## src/hw/rtl/cms_pkg.sv

```systemverilog
`default_nettype none

package cms_pkg;

    localparam int ENTRIES        = 16;
    localparam int COUNT_BITS     = 16;
    localparam int IDX_BITS       = $clog2(ENTRIES);
    localparam int KEY_BITS       = 32;
    localparam int OUT_COUNT_BITS = 16;
    localparam int TOTAL_BITS     = 20;
    localparam int OP_BITS        = 2;
    localparam int STATUS_BITS    = 2;

    localparam logic [OP_BITS-1:0] OP_ADD    = 2'd0;
    localparam logic [OP_BITS-1:0] OP_REMOVE = 2'd1;
    localparam logic [OP_BITS-1:0] OP_QUERY  = 2'd2;

    localparam logic [STATUS_BITS-1:0] STATUS_OK        = 2'd0;
    localparam logic [STATUS_BITS-1:0] STATUS_FULL      = 2'd1;
    localparam logic [STATUS_BITS-1:0] STATUS_ABSENT    = 2'd2;
    localparam logic [STATUS_BITS-1:0] STATUS_SATURATED = 2'd3;

    // Commands from the controller to the datapath
    typedef struct packed {
        logic load;       // capture the input transaction, restart the scan
        logic scan_step;  // read one entry and advance the scan address
        logic update;     // apply the operation and register the result
    } cms_cmd_t;

    // Status from the datapath to the controller
    typedef struct packed {
        logic scan_last;  // scan address sits on the last entry
    } cms_stat_t;

endpackage

`default_nettype wire

```

## src/hw/rtl/cms_ctrl.sv

```systemverilog
`default_nettype none

module cms_ctrl (
    input  wire logic              aclk,
    input  wire logic              aresetn,
    input  wire logic              s_tvalid,
    output logic                   s_tready,
    output logic                   m_tvalid,
    input  wire logic              m_tready,
    output cms_pkg::cms_cmd_t      cmd,
    input  wire cms_pkg::cms_stat_t stat
);
    import cms_pkg::*;

    typedef enum logic [1:0] {
        ST_IDLE,
        ST_SCAN,
        ST_DRAIN,
        ST_UPDATE
    } state_t;

    state_t state_reg, state_next;
    logic   out_valid_reg, out_valid_next;
    logic   out_free;

    assign out_free      = !out_valid_reg || m_tready;
    assign s_tready      = (state_reg == ST_IDLE);
    assign m_tvalid      = out_valid_reg;
    assign cmd.load      = s_tvalid && (state_reg == ST_IDLE);
    assign cmd.scan_step = (state_reg == ST_SCAN);
    assign cmd.update    = (state_reg == ST_UPDATE) && out_free;

    always_comb begin
        state_next     = state_reg;
        out_valid_next = out_valid_reg && !m_tready;
        case (state_reg)
            ST_IDLE: begin
                if (s_tvalid) begin
                    state_next = ST_SCAN;
                end
            end
            ST_SCAN: begin
                if (stat.scan_last) begin
                    state_next = ST_DRAIN;
                end
            end
            ST_DRAIN: begin
                state_next = ST_UPDATE;
            end
            ST_UPDATE: begin
                // hold until the output register is free
                if (out_free) begin
                    state_next     = ST_IDLE;
                    out_valid_next = 1'b1;
                end
            end
            default: begin
                state_next = ST_IDLE;
            end
        endcase
    end

    always_ff @(posedge aclk) begin
        if (!aresetn) begin
            state_reg     <= ST_IDLE;
            out_valid_reg <= 1'b0;
        end else begin
            state_reg     <= state_next;
            out_valid_reg <= out_valid_next;
        end
    end

`ifndef SYNTHESIS
    a_update_needs_slot: assert property (@(posedge aclk) disable iff (!aresetn)
        cmd.update |-> (!out_valid_reg || m_tready))
        else $error("result registered over an untaken transaction");

    a_load_starts_scan: assert property (@(posedge aclk) disable iff (!aresetn)
        cmd.load |=> (cmd.scan_step && !s_tready))
        else $error("accepted transaction did not start a scan");

    a_scan_ends: assert property (@(posedge aclk) disable iff (!aresetn)
        (cmd.scan_step && stat.scan_last) |=> !cmd.scan_step)
        else $error("scan ran past the last entry");

    a_update_sets_valid: assert property (@(posedge aclk) disable iff (!aresetn)
        cmd.update |=> m_tvalid)
        else $error("update did not present a result");
`endif

endmodule

`default_nettype wire

```

## src/hw/rtl/cms_datapath.sv

```systemverilog
`default_nettype none

module cms_datapath (
    input  wire logic                                aclk,
    input  wire logic                                aresetn,
    input  wire cms_pkg::cms_cmd_t                   cmd,
    output cms_pkg::cms_stat_t                       stat,
    input  wire logic [cms_pkg::OP_BITS-1:0]         in_op,
    input  wire logic [cms_pkg::KEY_BITS-1:0]        in_key,
    output logic [cms_pkg::OUT_COUNT_BITS-1:0]       res_count,
    output logic [cms_pkg::TOTAL_BITS-1:0]           res_total,
    output logic [cms_pkg::STATUS_BITS-1:0]          res_status
);
    import cms_pkg::*;

    localparam logic [COUNT_BITS-1:0] COUNT_MAX = '1;

    logic [KEY_BITS-1:0]   key_mem [ENTRIES];
    logic [COUNT_BITS-1:0] count_reg [ENTRIES];

    logic [OP_BITS-1:0]    op_reg;
    logic [KEY_BITS-1:0]   key_reg;
    logic [IDX_BITS-1:0]   scan_addr_reg;

    logic [KEY_BITS-1:0]   rd_key_reg;
    logic [COUNT_BITS-1:0] rd_count_reg;
    logic [IDX_BITS-1:0]   rd_idx_reg;
    logic                  rd_valid_reg;

    logic                  match_found_reg;
    logic [IDX_BITS-1:0]   match_idx_reg;
    logic [COUNT_BITS-1:0] match_count_reg;
    logic                  free_found_reg;
    logic [IDX_BITS-1:0]   free_idx_reg;

    logic [TOTAL_BITS-1:0] total_reg, total_next;

    logic [OUT_COUNT_BITS-1:0] res_count_reg;
    logic [TOTAL_BITS-1:0]     res_total_reg;
    logic [STATUS_BITS-1:0]    res_status_reg;

    logic                  wr_count_en;
    logic                  wr_key_en;
    logic [IDX_BITS-1:0]   wr_idx;
    logic [COUNT_BITS-1:0] wr_count;
    logic [COUNT_BITS-1:0] new_count;
    logic [STATUS_BITS-1:0] new_status;
    logic [31:0]           count_wide;
    logic [OUT_COUNT_BITS-1:0] count_clip;
    logic                  rd_occupied;

    assign stat.scan_last = (scan_addr_reg == IDX_BITS'(ENTRIES - 1));
    assign rd_occupied    = (rd_count_reg != '0);

    // scan: read one entry per cycle, compare it the cycle after
    always_ff @(posedge aclk) begin
        if (cmd.load) begin
            op_reg  <= in_op;
            key_reg <= in_key;
        end
        if (cmd.scan_step) begin
            rd_key_reg   <= key_mem[scan_addr_reg];
            rd_count_reg <= count_reg[scan_addr_reg];
            rd_idx_reg   <= scan_addr_reg;
        end
        if (rd_valid_reg && rd_occupied && !match_found_reg && rd_key_reg == key_reg) begin
            match_idx_reg   <= rd_idx_reg;
            match_count_reg <= rd_count_reg;
        end
        if (rd_valid_reg && !rd_occupied && !free_found_reg) begin
            free_idx_reg <= rd_idx_reg;
        end
        if (wr_key_en) begin
            key_mem[wr_idx] <= key_reg;
        end
        if (cmd.update) begin
            res_count_reg  <= count_clip;
            res_total_reg  <= total_next;
            res_status_reg <= new_status;
        end
    end

    always_ff @(posedge aclk) begin
        if (!aresetn) begin
            scan_addr_reg   <= '0;
            rd_valid_reg    <= 1'b0;
            match_found_reg <= 1'b0;
            free_found_reg  <= 1'b0;
            total_reg       <= '0;
            for (int i = 0; i < ENTRIES; i++) begin
                count_reg[i] <= '0;
            end
        end else begin
            rd_valid_reg <= cmd.scan_step;
            if (cmd.load) begin
                scan_addr_reg   <= '0;
                match_found_reg <= 1'b0;
                free_found_reg  <= 1'b0;
            end else begin
                if (cmd.scan_step && !stat.scan_last) begin
                    scan_addr_reg <= scan_addr_reg + 1'b1;
                end
                if (rd_valid_reg && rd_occupied && rd_key_reg == key_reg) begin
                    match_found_reg <= 1'b1;
                end
                if (rd_valid_reg && !rd_occupied) begin
                    free_found_reg <= 1'b1;
                end
            end
            if (cmd.update) begin
                total_reg <= total_next;
            end
            if (wr_count_en) begin
                count_reg[wr_idx] <= wr_count;
            end
        end
    end

    // operation outcome from the scan results
    always_comb begin
        wr_count_en = 1'b0;
        wr_key_en   = 1'b0;
        wr_idx      = match_idx_reg;
        wr_count    = match_count_reg;
        new_count   = '0;
        new_status  = STATUS_OK;
        total_next  = total_reg;
        case (op_reg)
            OP_ADD: begin
                if (match_found_reg) begin
                    new_count = match_count_reg;
                    if (match_count_reg == COUNT_MAX) begin
                        new_status = STATUS_SATURATED;
                    end else begin
                        new_count   = match_count_reg + 1'b1;
                        wr_count    = new_count;
                        wr_count_en = cmd.update;
                        total_next  = total_reg + 1'b1;
                    end
                end else if (free_found_reg) begin
                    wr_idx      = free_idx_reg;
                    new_count   = COUNT_BITS'(1);
                    wr_count    = new_count;
                    wr_count_en = cmd.update;
                    wr_key_en   = cmd.update;
                    total_next  = total_reg + 1'b1;
                end else begin
                    new_status = STATUS_FULL;
                end
            end
            OP_REMOVE: begin
                if (match_found_reg) begin
                    new_count   = match_count_reg - 1'b1;
                    wr_count    = new_count;
                    wr_count_en = cmd.update;
                    total_next  = total_reg - 1'b1;
                end else begin
                    new_status = STATUS_ABSENT;
                end
            end
            default: begin
                // query, and the unused code acting as one
                if (match_found_reg) begin
                    new_count = match_count_reg;
                end
            end
        endcase
    end

    assign count_wide = 32'(new_count);
    assign count_clip = (count_wide > 32'(COUNT_MAX_OUT())) ? '1
                                                             : count_wide[OUT_COUNT_BITS-1:0];

    function automatic logic [OUT_COUNT_BITS-1:0] COUNT_MAX_OUT();
        return '1;
    endfunction

    assign res_count  = res_count_reg;
    assign res_total  = res_total_reg;
    assign res_status = res_status_reg;

`ifndef SYNTHESIS
    a_free_only_on_miss: assert property (@(posedge aclk) disable iff (!aresetn)
        wr_key_en |-> !match_found_reg)
        else $error("new entry claimed for a value already held");

    a_total_step: assert property (@(posedge aclk) disable iff (!aresetn)
        !cmd.update |=> $stable(total_reg))
        else $error("running total moved outside an update");

    a_full_status: assert property (@(posedge aclk) disable iff (!aresetn)
        (cmd.update && new_status == STATUS_FULL) |-> (!free_found_reg && !match_found_reg))
        else $error("table full reported with a usable entry");
`endif

endmodule

`default_nettype wire

```

## src/hw/rtl/counting_multiset_table.sv

```systemverilog
// Counting multiset table: one transaction in, one result out.
// From input acceptance to m_tvalid: 16 entry reads of the key memory, one entry per
// cycle, then one compare drain step and one update step, which waits for a free
// output register; no new transaction is taken until that update is done.
// A new input is taken while the previous result still waits on m_tready.
// Reset (aresetn low, synchronous) frees every entry and clears the total.
`default_nettype none

module counting_multiset_table (
    input  wire logic        aclk,
    input  wire logic        aresetn,
    input  wire logic        s_tvalid,
    output logic             s_tready,
    input  wire logic [31:0] s_tdata,   // [31:0] item_value
    input  wire logic [1:0]  s_tuser,   // [1:0] operation
    output logic             m_tvalid,
    input  wire logic        m_tready,
    output logic [39:0]      m_tdata,   // [15:0] item_count, [35:16] total_count, zero fill
    output logic [1:0]       m_tuser    // [1:0] status
);
    import cms_pkg::*;

    cms_cmd_t  cmd;
    cms_stat_t stat;

    logic [OUT_COUNT_BITS-1:0] res_count;
    logic [TOTAL_BITS-1:0]     res_total;
    logic [STATUS_BITS-1:0]    res_status;

    cms_ctrl u_ctrl (
        .aclk     (aclk),
        .aresetn  (aresetn),
        .s_tvalid (s_tvalid),
        .s_tready (s_tready),
        .m_tvalid (m_tvalid),
        .m_tready (m_tready),
        .cmd      (cmd),
        .stat     (stat)
    );

    cms_datapath u_datapath (
        .aclk       (aclk),
        .aresetn    (aresetn),
        .cmd        (cmd),
        .stat       (stat),
        .in_op      (s_tuser),
        .in_key     (s_tdata),
        .res_count  (res_count),
        .res_total  (res_total),
        .res_status (res_status)
    );

    assign m_tdata = {4'b0000, res_total, res_count};
    assign m_tuser = res_status;

endmodule

`default_nettype wire

```

## config.mk

```make
export PLATFORM = sky130hd
export DESIGN_NAME = counting_multiset_table
export DESIGN_NICKNAME = d
export VERILOG_FILES = /design/src/hw/rtl/cms_pkg.sv /design/src/hw/rtl/cms_ctrl.sv /design/src/hw/rtl/cms_datapath.sv /design/src/hw/rtl/counting_multiset_table.sv
export SDC_FILE = /design/constraint.sdc
export NUM_CORES = 1
export LEC_CHECK = 0
export BUFFER_PORTS_ARGS = -buffer_cell sky130_fd_sc_hd__buf_2
export CAP_MARGIN = 25
export CORE_UTILIZATION = 45
export CTS_CLUSTER_SIZE = 24
export DETAILED_ROUTE_END_ITERATION = 16
export SYNTH_ARGS = -nofsm -noshare
export SYNTH_HDL_FRONTEND = slang
export SYNTH_HIERARCHICAL = 1
export SYNTH_SLANG_ARGS = --single-unit
export TNS_END_PERCENT = 5
```

## constraint.sdc

```tcl
create_clock -name aclk -period 11.5 [get_ports aclk]
set_input_delay 1.15 -clock aclk [delete_from_list [all_inputs] [get_ports aclk]]
set_output_delay 1.15 -clock aclk [all_outputs]
set_load 0.005 [all_outputs]
```

==> impl_metrics.env, run 1 <==
export IMPL_status="complete, no violations"
export IMPL_cts_hold_buf=0
export IMPL_instances_no_fill=3496
export IMPL_multiInputGateArea_mm2=0.01035
export IMPL_end_kind="flop"
export IMPL_syn_avg_cell_area_um2=17.84
export IMPL_die_area_mm2=0.08800
export IMPL_ys_flop_type="edfxtp_1"
export IMPL_grt_overflow=0
export IMPL_nNetsFinal=2324
export IMPL_avgRoutedWirePerCell_um=26.84
export IMPL_cpMostUsedCell="nand2_1"
export IMPL_antenna_left=0
export IMPL_nFillCells=6831
export IMPL_place_congestion=0.8973
export IMPL_cts_made_buffers=97
export IMPL_tightest_slew_ns=1.137
export IMPL_ys_seq_area_frac=0.7194
export IMPL_clk_pin_slew_worst_paths_ns=0.06
export IMPL_num_rows=107
export IMPL_largest_register_ffs=512
export IMPL_ir_worst_vdd_mv=0.1370
export IMPL_synth_area_leader_cell="edfxtp_1"
export IMPL_total_power_mw=8.039
export IMPL_cts_buffer_depth=3
export IMPL_die_h_um=296.7
export IMPL_maxClockFrequency_mhz=217.7
export IMPL_ios=82
export IMPL_cp_start_kind="flop"
export IMPL_fp_coreArea_mm2=0.08555
export IMPL_syn2layout_area_growth_pct=12.29
export IMPL_tns_ns=0
export IMPL_gr_usage_all_layers=0.2168
export IMPL_cts_resized=0
export IMPL_start_util=0.4567
export IMPL_cp_cell_sequence="ha_1, nor2b_4, buf_4, inv_1, nor2_1, nand2_1, a211oi_2, nand2_2, nand2_1"
export IMPL_slew_headroom=0.2423
export IMPL_whs_ns=0.4450
export IMPL_rsz0062_at_grt="no"
export IMPL_async_reset_ff_frac=0
export IMPL_io_buffers=77
export IMPL_worstPathRequired_ns=11.77
export IMPL_root_buffer="clkbuf_16"
export IMPL_synth_top_cells_by_area="edfxtp_1 70%, mux4_2 14%, nor2_1 3.3%, dfxtp_1 1.5%, xnor2_1 1.1%"
export IMPL_synth_top_area_share=0.7040
export IMPL_cts_tree="built"
export IMPL_final_util=0.5128
export IMPL_drive_above_1_share=0.2394
export IMPL_crit_buf_inv=2
export IMPL_leakage_nw=13.83
export IMPL_antenna_found_initial=0
export IMPL_cap_violations=0
export IMPL_dpl_hpwl_um=54070
export IMPL_skew_ns=0.02405
export IMPL_fin_crit_sh=0.3993
export IMPL_yosys_warnings=6
export IMPL_die_x_um=296.7
export IMPL_cp_max_fo=60
export IMPL_viasPerCell=5.933
export IMPL_numClockSinks=946
export IMPL_finalSetupViolCount=0
export IMPL_synth_cells=2190
export IMPL_finalMaxSlewViolations=0
export IMPL_routed_wl_um=93840
export IMPL_regArea_mm2=0.02812
export IMPL_slowest_delay_ns=0.73
export IMPL_final_cell_mix="916 x edfxtp_1, 323 x nor2_1, 240 x mux4_2"
export IMPL_ys_seq_elements=946
export IMPL_diodes=0
export IMPL_cts_setup_buffers=0
export IMPL_insertion_delay_ns=0.66
export IMPL_layout_commonest_cell="edfxtp_1"
export IMPL_worstSetupPathType="reg2reg"
export IMPL_syn_cell_area_mm2=0.03907
export IMPL_post_route_min_period_ns=4.592
export IMPL_post_route_drc_count=0
export IMPL_worstPathArrival_ns=4.87
export IMPL_grt_max_degree=161
export IMPL_synth_edf_count=916
export IMPL_vias=20742
export IMPL_crit_slowest_cell="a211oi_2"
export IMPL_drtIter0Drc=2055
export IMPL_h_tree_depth=3
export IMPL_grt_pass1_wl_um=137200
export IMPL_ys_types=89
export IMPL_dr_pass1_iters=5
export IMPL_power_density_mw_per_mm2=183.2
export IMPL_cpLargestDelayFamily="simple AND/OR/NAND/NOR gates"
export IMPL_min_path_type="reg2reg"
export IMPL_finalHoldViolations=0
export IMPL_place_inst=3319
export IMPL_grt_pass1_vias=20407
## report_power, final
group / leakage (nW) / switching (mW) / internal, mW
Clock: 1.46 / 1.29 / 1.73
Combinational: 3.48 / 0.421 / 0.381
Sequential: 8.89 / 0.171 / 4.05
## final timing paths
check / startpoint / to / slack (ns) / cells past startpoint
setup / recovery: u_ctrl/state_reg[0] / u_datapath/count_reg[1][4] / 6.91 / 9
setup reg to reg: u_ctrl/state_reg[0] / u_datapath/count_reg[1][4] / 6.91 / 9
hold / removal: u_datapath/rd_idx_reg[1] / u_datapath/match_idx_reg[1] / 0.45 / 0
hold reg to reg: u_datapath/rd_idx_reg[1] / u_datapath/match_idx_reg[1] / 0.45 / 0
## metrics by stage
step	cell area (µm²)	worst slack [ns]
finish	43870	6.908
global route	43870	6.635
CTS	43850	6.926
detailed placement	40810	6.385
global placement	40730	6.520
floorplan	39080	5.866
## layout make-up
cell class                      count  area share
Clock inverter                     57     0.01215
Timing Repair Buffer              124     0.01885
Sequential cell                   946      0.6409
Clock buffer                      119     0.05721
Multi-Input combinational cell   1079      0.2359
Tap cell                         1144     0.03263
Inverter                           27    0.002310
## routing by layer
metal / global-route usage / vias up / wire length, µm
li1: - / 8844 / -
met2: 0.3571 / 858 / 46260
met5: 0 / - / 0
met3: 0.02682 / 148 / 6091
met4: 0.06475 / 0 / 2585
met1: 0.3038 / 10892 / 38910
## logic make-up (layout without fill, tap and decap cells)
family                   Yosys count  after routing  synth area share
flip-flops                       946            946            0.7194
AND/OR/NAND/NOR                  592            592           0.07033
multiplexers                     250            250            0.1409
buffers and inverters            168            327           0.02018
AO/OA/AOI/OAI                    156            156           0.03074
XOR/XNOR                          66             66           0.01480
adder cells (fa/ha/maj)           11             11          0.003523
other                              1              4        0.00009598
## worst reg2reg max path: stages (launching register included)
cell,delay [ns]
dfxtp_1,0.43
ha_1,0.25
nor2b_4,0.16
buf_4,0.57
inv_1,0.44
nor2_1,0.34
nand2_1,0.34
a211oi_2,0.73
nand2_2,0.35
nand2_1,0.62
## cell usage after synthesis (4+ instances only)
| library cell | number |
|---|---|
| nand2b_1 | 24 |
| xor2_1 | 16 |
| nor2_1 | 339 |
| nand3_1 | 32 |
| a21oi_1 | 35 |
| a32o_1 | 4 |
| o22ai_1 | 8 |
| a31oi_2 | 4 |
| and2_1 | 7 |
| buf_4 | 16 |
| nand2_1 | 61 |
| buf_1 | 10 |
| nand2_2 | 14 |
| clkbuf_1 | 62 |
| buf_6 | 5 |
| nor2b_1 | 6 |
| nor3_1 | 23 |
| a21o_1 | 5 |
| mux2i_1 | 9 |
| or3_1 | 11 |
| a31oi_1 | 7 |
| mux4_2 | 240 |
| o32ai_1 | 6 |
| buf_2 | 47 |
| nor4_1 | 15 |
| o21ai_0 | 20 |
| dfxtp_1 | 30 |
| o221ai_1 | 4 |
| xnor2_1 | 50 |
| ha_1 | 11 |
| edfxtp_1 | 916 |
| a41oi_1 | 4 |
| inv_1 | 26 |
| a211oi_1 | 6 |
| and4_1 | 7 |
| nor3b_1 | 4 |
| nand4_1 | 12 |
| o211ai_1 | 4 |
| and3_1 | 14 |
No activity file was read; power rests on OpenSTA's default activity.
==> run 2, diff against run 1 <==
==> constraint.sdc (replaced) <==
create_clock -name aclk -period 4.41 [get_ports aclk]
set_input_delay 0.441 -clock aclk [delete_from_list [all_inputs] [get_ports aclk]]
set_output_delay 0.441 -clock aclk [all_outputs]
set_load 0.005 [all_outputs]
==> run 2 against run 1 <==
Compared with the run above:
- hold slack worse by 0.40 ns
- setup slack lost 6.2 ns
- die area did not move
- utilization rose by 0.43 points
- register-to-register slack got worse by 6.2 ns
- design area rose by 0.84%
- final cell count grew 1.5%
- critical endpoint is now u_datapath/count_reg[12][3]
- count of clock-buffer cells in the layout rose by 2
- total power grew to 2.6 times the previous value
- flip-flop and latch count stayed put
- maximum frequency grew 23%
- global-route usage rose by 0.12 points
==> impl_metrics.env, run 2 (synthesis results as in run 1) <==
export IMPL_dpl_cell_area_mm2=0.04097
export IMPL_largest_register_ffs=512
export IMPL_antenna_left=0
export IMPL_post_route_min_period_ns=3.726
export IMPL_holdCritStartpoint="s_tdata[12]"
export IMPL_vias=20635
export IMPL_min_path_cells=1
export IMPL_skew_ns=0.02127
export IMPL_whs_endpoint="u_datapath/key_reg[12]"
export IMPL_dr_pass1_iters=6
export IMPL_drtIter0Drc=1955
export IMPL_tns_ns=0
export IMPL_io_buffers=77
export IMPL_slowest_delay_ns=0.61
export IMPL_clk_pin_slew_worst_paths_ns=0.06
export IMPL_crit_buf_inv=1
export IMPL_rsz0062_at_grt="no"
export IMPL_cp_depth=8
export IMPL_antenna_found_initial=0
export IMPL_drive_above_1_share=0.2426
export IMPL_die_h_um=296.7
export IMPL_fin_crit_sh=0.8448
export IMPL_cp_max_fo=17
export IMPL_worstSetupPathType="reg2reg"
export IMPL_cp_start_kind="flop"
export IMPL_layout_commonest_cell="edfxtp_1"
export IMPL_die_area_mm2=0.08800
export IMPL_r2r_slack_ns=0.68
export IMPL_rr_worst_depth=8
export IMPL_start_util=0.4567
export IMPL_reg2reg_to="u_datapath/count_reg[12][3]"
export IMPL_end_kind="flop"
export IMPL_nNetsFinal=2375
export IMPL_leakage_nw=14.01
export IMPL_min_path_type="in2reg"
export IMPL_ios=82
export IMPL_status="complete, no violations"
export IMPL_power_density_mw_per_mm2=467.3
export IMPL_finalHoldViolations=0
export IMPL_total_power_mw=20.67
export IMPL_h_tree_depth=3
export IMPL_slew_headroom=0.3213
export IMPL_insertion_delay_ns=0.66
export IMPL_reg2reg_from="u_datapath/match_count_reg[0]"
export IMPL_maxClockFrequency_mhz=268.4
export IMPL_final_area_mm2=0.04424
export IMPL_num_rows=107
export IMPL_nFillCells=6803
export IMPL_root_buffer="clkbuf_16"
export IMPL_final_cell_mix="916 x edfxtp_1, 323 x nor2_1, 240 x mux4_2"
export IMPL_cpLargestDelayFamily="simple AND/OR/NAND/NOR gates"
export IMPL_numClockSinks=946
export IMPL_die_x_um=296.7
export IMPL_finalSetupViolCount=0
export IMPL_dpl_hpwl_um=55890
export IMPL_finalMaxSlewViolations=0
export IMPL_post_route_drc_count=0
export IMPL_grt_pass1_vias=20470
export IMPL_fp_coreArea_mm2=0.08555
export IMPL_cts_buffer_depth=3
export IMPL_cts_made_buffers=95
export IMPL_cts_tree="built"
export IMPL_worstPathArrival_ns=4.01
export IMPL_avgRoutedWirePerCell_um=26.41
export IMPL_place_congestion=0.8788
export IMPL_crit_slowest_cell="nand2_1"
export IMPL_whs_ns=0.04723
export IMPL_viasPerCell=5.818
export IMPL_ir_worst_vdd_mv=0.3974
export IMPL_gr_usage_all_layers=0.2180
export IMPL_cts_resized=0
export IMPL_grt_max_degree=71
export IMPL_cap_violations=0
export IMPL_grt_pass1_wl_um=138600
export IMPL_cp_startpoint="u_datapath/match_count_reg[0]"
export IMPL_diodes=0
export IMPL_routed_wl_um=93660
export IMPL_tightest_slew_ns=1.018
export IMPL_worstPathRequired_ns=4.69
export IMPL_cp_cell_sequence="ha_1, and3_1, nand4_1, o21ai_2, buf_4, a211oi_4, nand2_2, nand2_1"
export IMPL_grt_overflow=0
export IMPL_syn2layout_area_growth_pct=13.24
==> run 2: worst max path at each step <==
stage	end	slack [ns]
final	u_datapath/count_reg[12][3]	0.68
after floorplan	u_datapath/key_mem[6][0]	0.15
after global placement	u_datapath/count_reg[12][5]	0.84
after CTS	u_datapath/count_reg[12][5]	0.70
after global routing	u_datapath/count_reg[12][15]	0.46
after detailed placement	u_datapath/count_reg[12][13]	0.70
==> run 2: per-layer routing <==
metal  track usage  up-vias  wire (µm)
li1              -     8932          -
met1        0.3074    10806      39630
met2        0.3557      754      46190
met3       0.03347      143       5390
met4       0.05708        0       2453
met5             0        -          0
==> run 2: through the flow <==
stage	worst slack, ns	cells	util
2_1_floorplan	0.1530	2193	-
3_3_place_gp	0.8435	3338	0.4787
3_5_place_dp	0.7016	3339	0.4789
4_1_cts	0.6993	3544	0.5166
5_1_grt	0.4586	3547	0.5171
6_report	0.6844	3547	0.5171
==> run 2: repair_timing <==
action / in CTS / in global routing
buffers inserted: 0 / 0
endpoints found under the hold margin: 31 / 2
hold buffers: 31 / 2
setup endpoints to repair: 0 / 0
==> run 2: power by group <==
part | internal, mW | leakage [nW] | switching [mW]
Clock | 4.16 | 1.41 | 3.37
Sequential | 10.6 | 8.89 | 0.458
Combinational | 1.03 | 3.71 | 1.10
==> run 2: layout make-up <==
| type | count | area [µm²] | area share |
|---|---|---|---|
| repair buffers | 177 | 1351 | 0.03054 |
| clock buffers | 121 | 2506 | 0.05665 |
| flip-flops and latches | 946 | 28120 | 0.6356 |
| multi-input cells | 1079 | 10330 | 0.2334 |
| inverters | 27 | 101.3 | 0.002291 |
| clock inverters | 53 | 405.4 | 0.009163 |
| well taps | 1144 | 1431 | 0.03235 |
==> run 3, diff against run 2 <==
--- a/config.mk
+++ b/config.mk
@@ -5,6 +5,7 @@
 export SDC_FILE = /design/constraint.sdc
 export NUM_CORES = 1
 export LEC_CHECK = 0
+export ABC_AREA = 1
 export BUFFER_PORTS_ARGS = -buffer_cell sky130_fd_sc_hd__buf_2
 export CAP_MARGIN = 25
 export CORE_UTILIZATION = 45
==> constraint.sdc (replaced) <==
create_clock -name aclk -period 3.21 [get_ports aclk]
set_input_delay 0.321 -clock aclk [delete_from_list [all_inputs] [get_ports aclk]]
set_output_delay 0.321 -clock aclk [all_outputs]
set_load 0.005 [all_outputs]
==> run 3 against run 2 <==
Compared with the run above:
- setup slack worse by 0.34 ns
- first-iteration DRC count is 52% higher
- area after synthesis rose by 4.2%
- final cell count increased by 43%
- sequential share of layout area decreased by 3.4 points
- combinational power increased to 3.1 times the previous value
- highest routed layer unchanged
==> impl_metrics.env, run 3 <==
export IMPL_grt_pass1_vias=26676
export IMPL_fp_coreArea_mm2=0.08906
export IMPL_io_buffers=77
export IMPL_grt_pass1_wl_um=167900
export IMPL_numClockSinks=946
export IMPL_vias=28425
export IMPL_cp_start_kind="flop"
export IMPL_leakage_nw=16.92
export IMPL_post_synth_top_count_cell="edfxtp_1"
export IMPL_cts_buffer_depth=3
export IMPL_finalSetupViolCount=0
export IMPL_crit_slowest_cell="nand2_1"
export IMPL_cp_max_fo=16
export IMPL_syn_cell_area_mm2=0.04071
export IMPL_routed_wl_um=113300
export IMPL_nFillCells=7802
export IMPL_die_area_mm2=0.09167
export IMPL_slew_headroom=0.3763
export IMPL_antenna_left=0
export IMPL_place_congestion=0.9219
export IMPL_die_x_um=302.8
export IMPL_final_util=0.5250
export IMPL_ir_worst_vdd_mv=0.5233
export IMPL_root_buffer="clkbuf_16"
export IMPL_async_reset_ff_frac=0
export IMPL_r2r_slack_ns=0.35
export IMPL_cpMostUsedCell="nor2_8"
export IMPL_end_kind="flop"
export IMPL_synth_mux_area_frac=0
export IMPL_finalMaxSlewViolations=0
export IMPL_synthSimpleGateAreaFrac=0.1624
export IMPL_synth_xor_area_frac=0.004088
export IMPL_reg2reg_from="u_datapath/match_found_reg"
export IMPL_rsz0062_at_grt="no"
export IMPL_finalHoldViolations=0
export IMPL_rr_worst_depth=11
export IMPL_cts_tree="built"
export IMPL_start_util=0.4571
export IMPL_status="complete, no violations"
export IMPL_gr_usage_all_layers=0.2466
export IMPL_die_h_um=302.8
export IMPL_ios=82
export IMPL_post_route_min_period_ns=2.863
export IMPL_synth_top_cells_by_area="edfxtp_1 68%, nor2_1 7.2%, o21ai_0 5.3%, nand2_1 4.4%, o22ai_1 3.2%"
export IMPL_insertion_delay_ns=0.69
export IMPL_maxClockFrequency_mhz=349.3
export IMPL_cp_cell_sequence="buf_4, nor2_8, inv_4, nor2_8, or2_1, o21ai_2, inv_1, nand2_2, nor2_1, nand2_4, nand2_1"
export IMPL_min_path_type="in2reg"
export IMPL_h_tree_depth=3
export IMPL_slowest_delay_ns=0.50
export IMPL_whs_endpoint="u_ctrl/state_reg[0]"
export IMPL_antenna_found_initial=0
export IMPL_synth_top_area_share=0.6757
export IMPL_cap_violations=0
export IMPL_use_met2=0.3881
export IMPL_grt_overflow=0
export IMPL_layout_commonest_cell="edfxtp_1"
export IMPL_holdCritStartpoint="s_tvalid"
export IMPL_final_cell_mix="916 x edfxtp_1, 779 x nor2_1, 472 x nand2_1"
export IMPL_syn_avg_cell_area_um2=11.13
export IMPL_tns_ns=0
export IMPL_grtUsageMet3=0.04296
export IMPL_synthAdderAreaFrac=0.003381
export IMPL_diodes=0
export IMPL_tightest_slew_ns=0.9345
export IMPL_min_path_cells=6
export IMPL_syn2layout_area_growth_pct=14.86
export IMPL_busiest_layer="met2"
export IMPL_synth_area_leader_cell="edfxtp_1"
export IMPL_reg2reg_to="u_datapath/count_reg[15][14]"
export IMPL_use_met1=0.3492
export IMPL_grt_max_degree=151
export IMPL_viasPerCell=5.609
export IMPL_worstPathRequired_ns=3.52
export IMPL_yosys_warnings=6
export IMPL_post_route_drc_count=0
export IMPL_ys_flop_type="edfxtp_1"
export IMPL_worstPathArrival_ns=3.17
export IMPL_synth_edf_count=916
export IMPL_power_density_mw_per_mm2=705.6
export IMPL_dr_pass1_iters=5
export IMPL_skew_ns=0.02864
export IMPL_avgRoutedWirePerCell_um=22.36
export IMPL_synth_top_family_by_area="simple AND/OR/NAND/NOR gates"
export IMPL_synth_cells=3659
export IMPL_dpl_hpwl_um=68300
export IMPL_crit_buf_inv=3
export IMPL_ys_seq_elements=946
export IMPL_ys_types=52
export IMPL_synth_common_cells="916 x edfxtp_1, 782 x nor2_1, 472 x nand2_1"
export IMPL_fin_crit_sh=0.8918
export IMPL_synth_compound_area_frac=0.09931
export IMPL_nNetsFinal=3869
export IMPL_num_rows=109
export IMPL_ys_seq_area_frac=0.6905
export IMPL_drive_above_1_share=0.1284
export IMPL_cts_made_buffers=98
export IMPL_worstSetupPathType="reg2reg"
export IMPL_cpLargestDelayFamily="simple AND/OR/NAND/NOR gates"
export IMPL_largest_register_ffs=512
export IMPL_drtIter0Drc=2972
export IMPL_clk_pin_slew_worst_paths_ns=0.06
## run 3: changes by cell type after synthesis, sizes merged, moves of 19 or more
cell,change
o21ai,+410
o22ai,+199
xnor2,-49
nor3,+20
inv,+134
nand3,+74
nand4,+70
mux4,-240
nor2,+466
clkbuf,+95
o211ai,+19
nand2,+425
nand2b,-24
## run 3: worst max path at each step
stage                                       start                           end  cells after the start  slack, ns
CTS                 u_datapath/match_count_reg[0]    u_datapath/count_reg[5][4]                     13       0.06
global placement    u_datapath/match_count_reg[0]    u_datapath/count_reg[5][7]                     13       0.11
global route           u_datapath/match_found_reg  u_datapath/count_reg[15][14]                     11       0.22
detailed placement  u_datapath/match_count_reg[0]   u_datapath/count_reg[5][13]                     13       0.08
floorplan                     u_ctrl/state_reg[0]     u_datapath/key_mem[11][0]                      6      -0.27
finish                 u_datapath/match_found_reg  u_datapath/count_reg[15][14]                     11       0.35
## run 3: layout make-up
| type | count | area [µm²] | area share |
|---|---|---|---|
| Inverter | 163 | 626.9 | 0.01341 |
| Timing Repair Buffer | 281 | 2205 | 0.04715 |
| Sequential cell | 946 | 28110 | 0.6013 |
| Tap cell | 1165 | 1458 | 0.03117 |
| Clock inverter | 59 | 549.3 | 0.01175 |
| Multi-Input combinational cell | 2330 | 11200 | 0.2396 |
| Clock buffer | 124 | 2601 | 0.05563 |
## run 3: worst register-to-register path, stage by stage (launching register included)
cell	delay, ns
dfxtp_1	0.36
buf_4	0.21
nor2_8	0.13
inv_4	0.10
nor2_8	0.16
or2_1	0.14
o21ai_2	0.08
inv_1	0.11
nand2_2	0.24
nor2_1	0.40
nand2_4	0.08
nand2_1	0.50
## run 3: cell families (layout without fill, tap and decap cells)
group                    count (synthesis)  in the layout
AND/OR/NAND/NOR                       1566           1566
flip-flops                             946            946
AO/OA/AOI/OAI                          730            730
buffers and inverters                  386            627
XOR/XNOR                                19             19
adder cells (fa/ha/maj)                 11             11
other                                    1              4
## run 3: through the flow
step	worst slack [ns]	cell area [µm²]	power [mW]	hold slack [ns]	instances
3_3_place_gp	0.1086	43220	21.91	0.4258	4847
3_5_place_dp	0.07683	43220	21.94	0.4337	4847
4_1_cts	0.05510	46720	33.10	0.01756	5065
5_1_grt	0.2165	46760	34.30	0.08427	5068
2_1_floorplan	-0.2695	40890	19.44	0.4199	3662
6_report	0.3474	46760	32.99	0.06052	5068
## run 3: what timing repair did
action | CTS | global route
setup endpoints to repair | 0 | 219
buffers inserted | 0 | 3
hold endpoints to repair | 35 | 0
hold buffers | 35 | 0
resized for setup | 0 | 0
## run 3: power by group
group | total, mW | switching (mW) | internal, mW
Sequential | 15.2 | 0.557 | 14.7
Clock | 11.2 | 4.86 | 6.33
Combinational | 6.57 | 4.61 | 1.96
## run 3: layer usage
metal	wire length, µm	vias to the layer above
met5	0	-
met4	2943	0
met3	9572	183
met2	51900	1197
met1	48920	13752
li1	-	13293
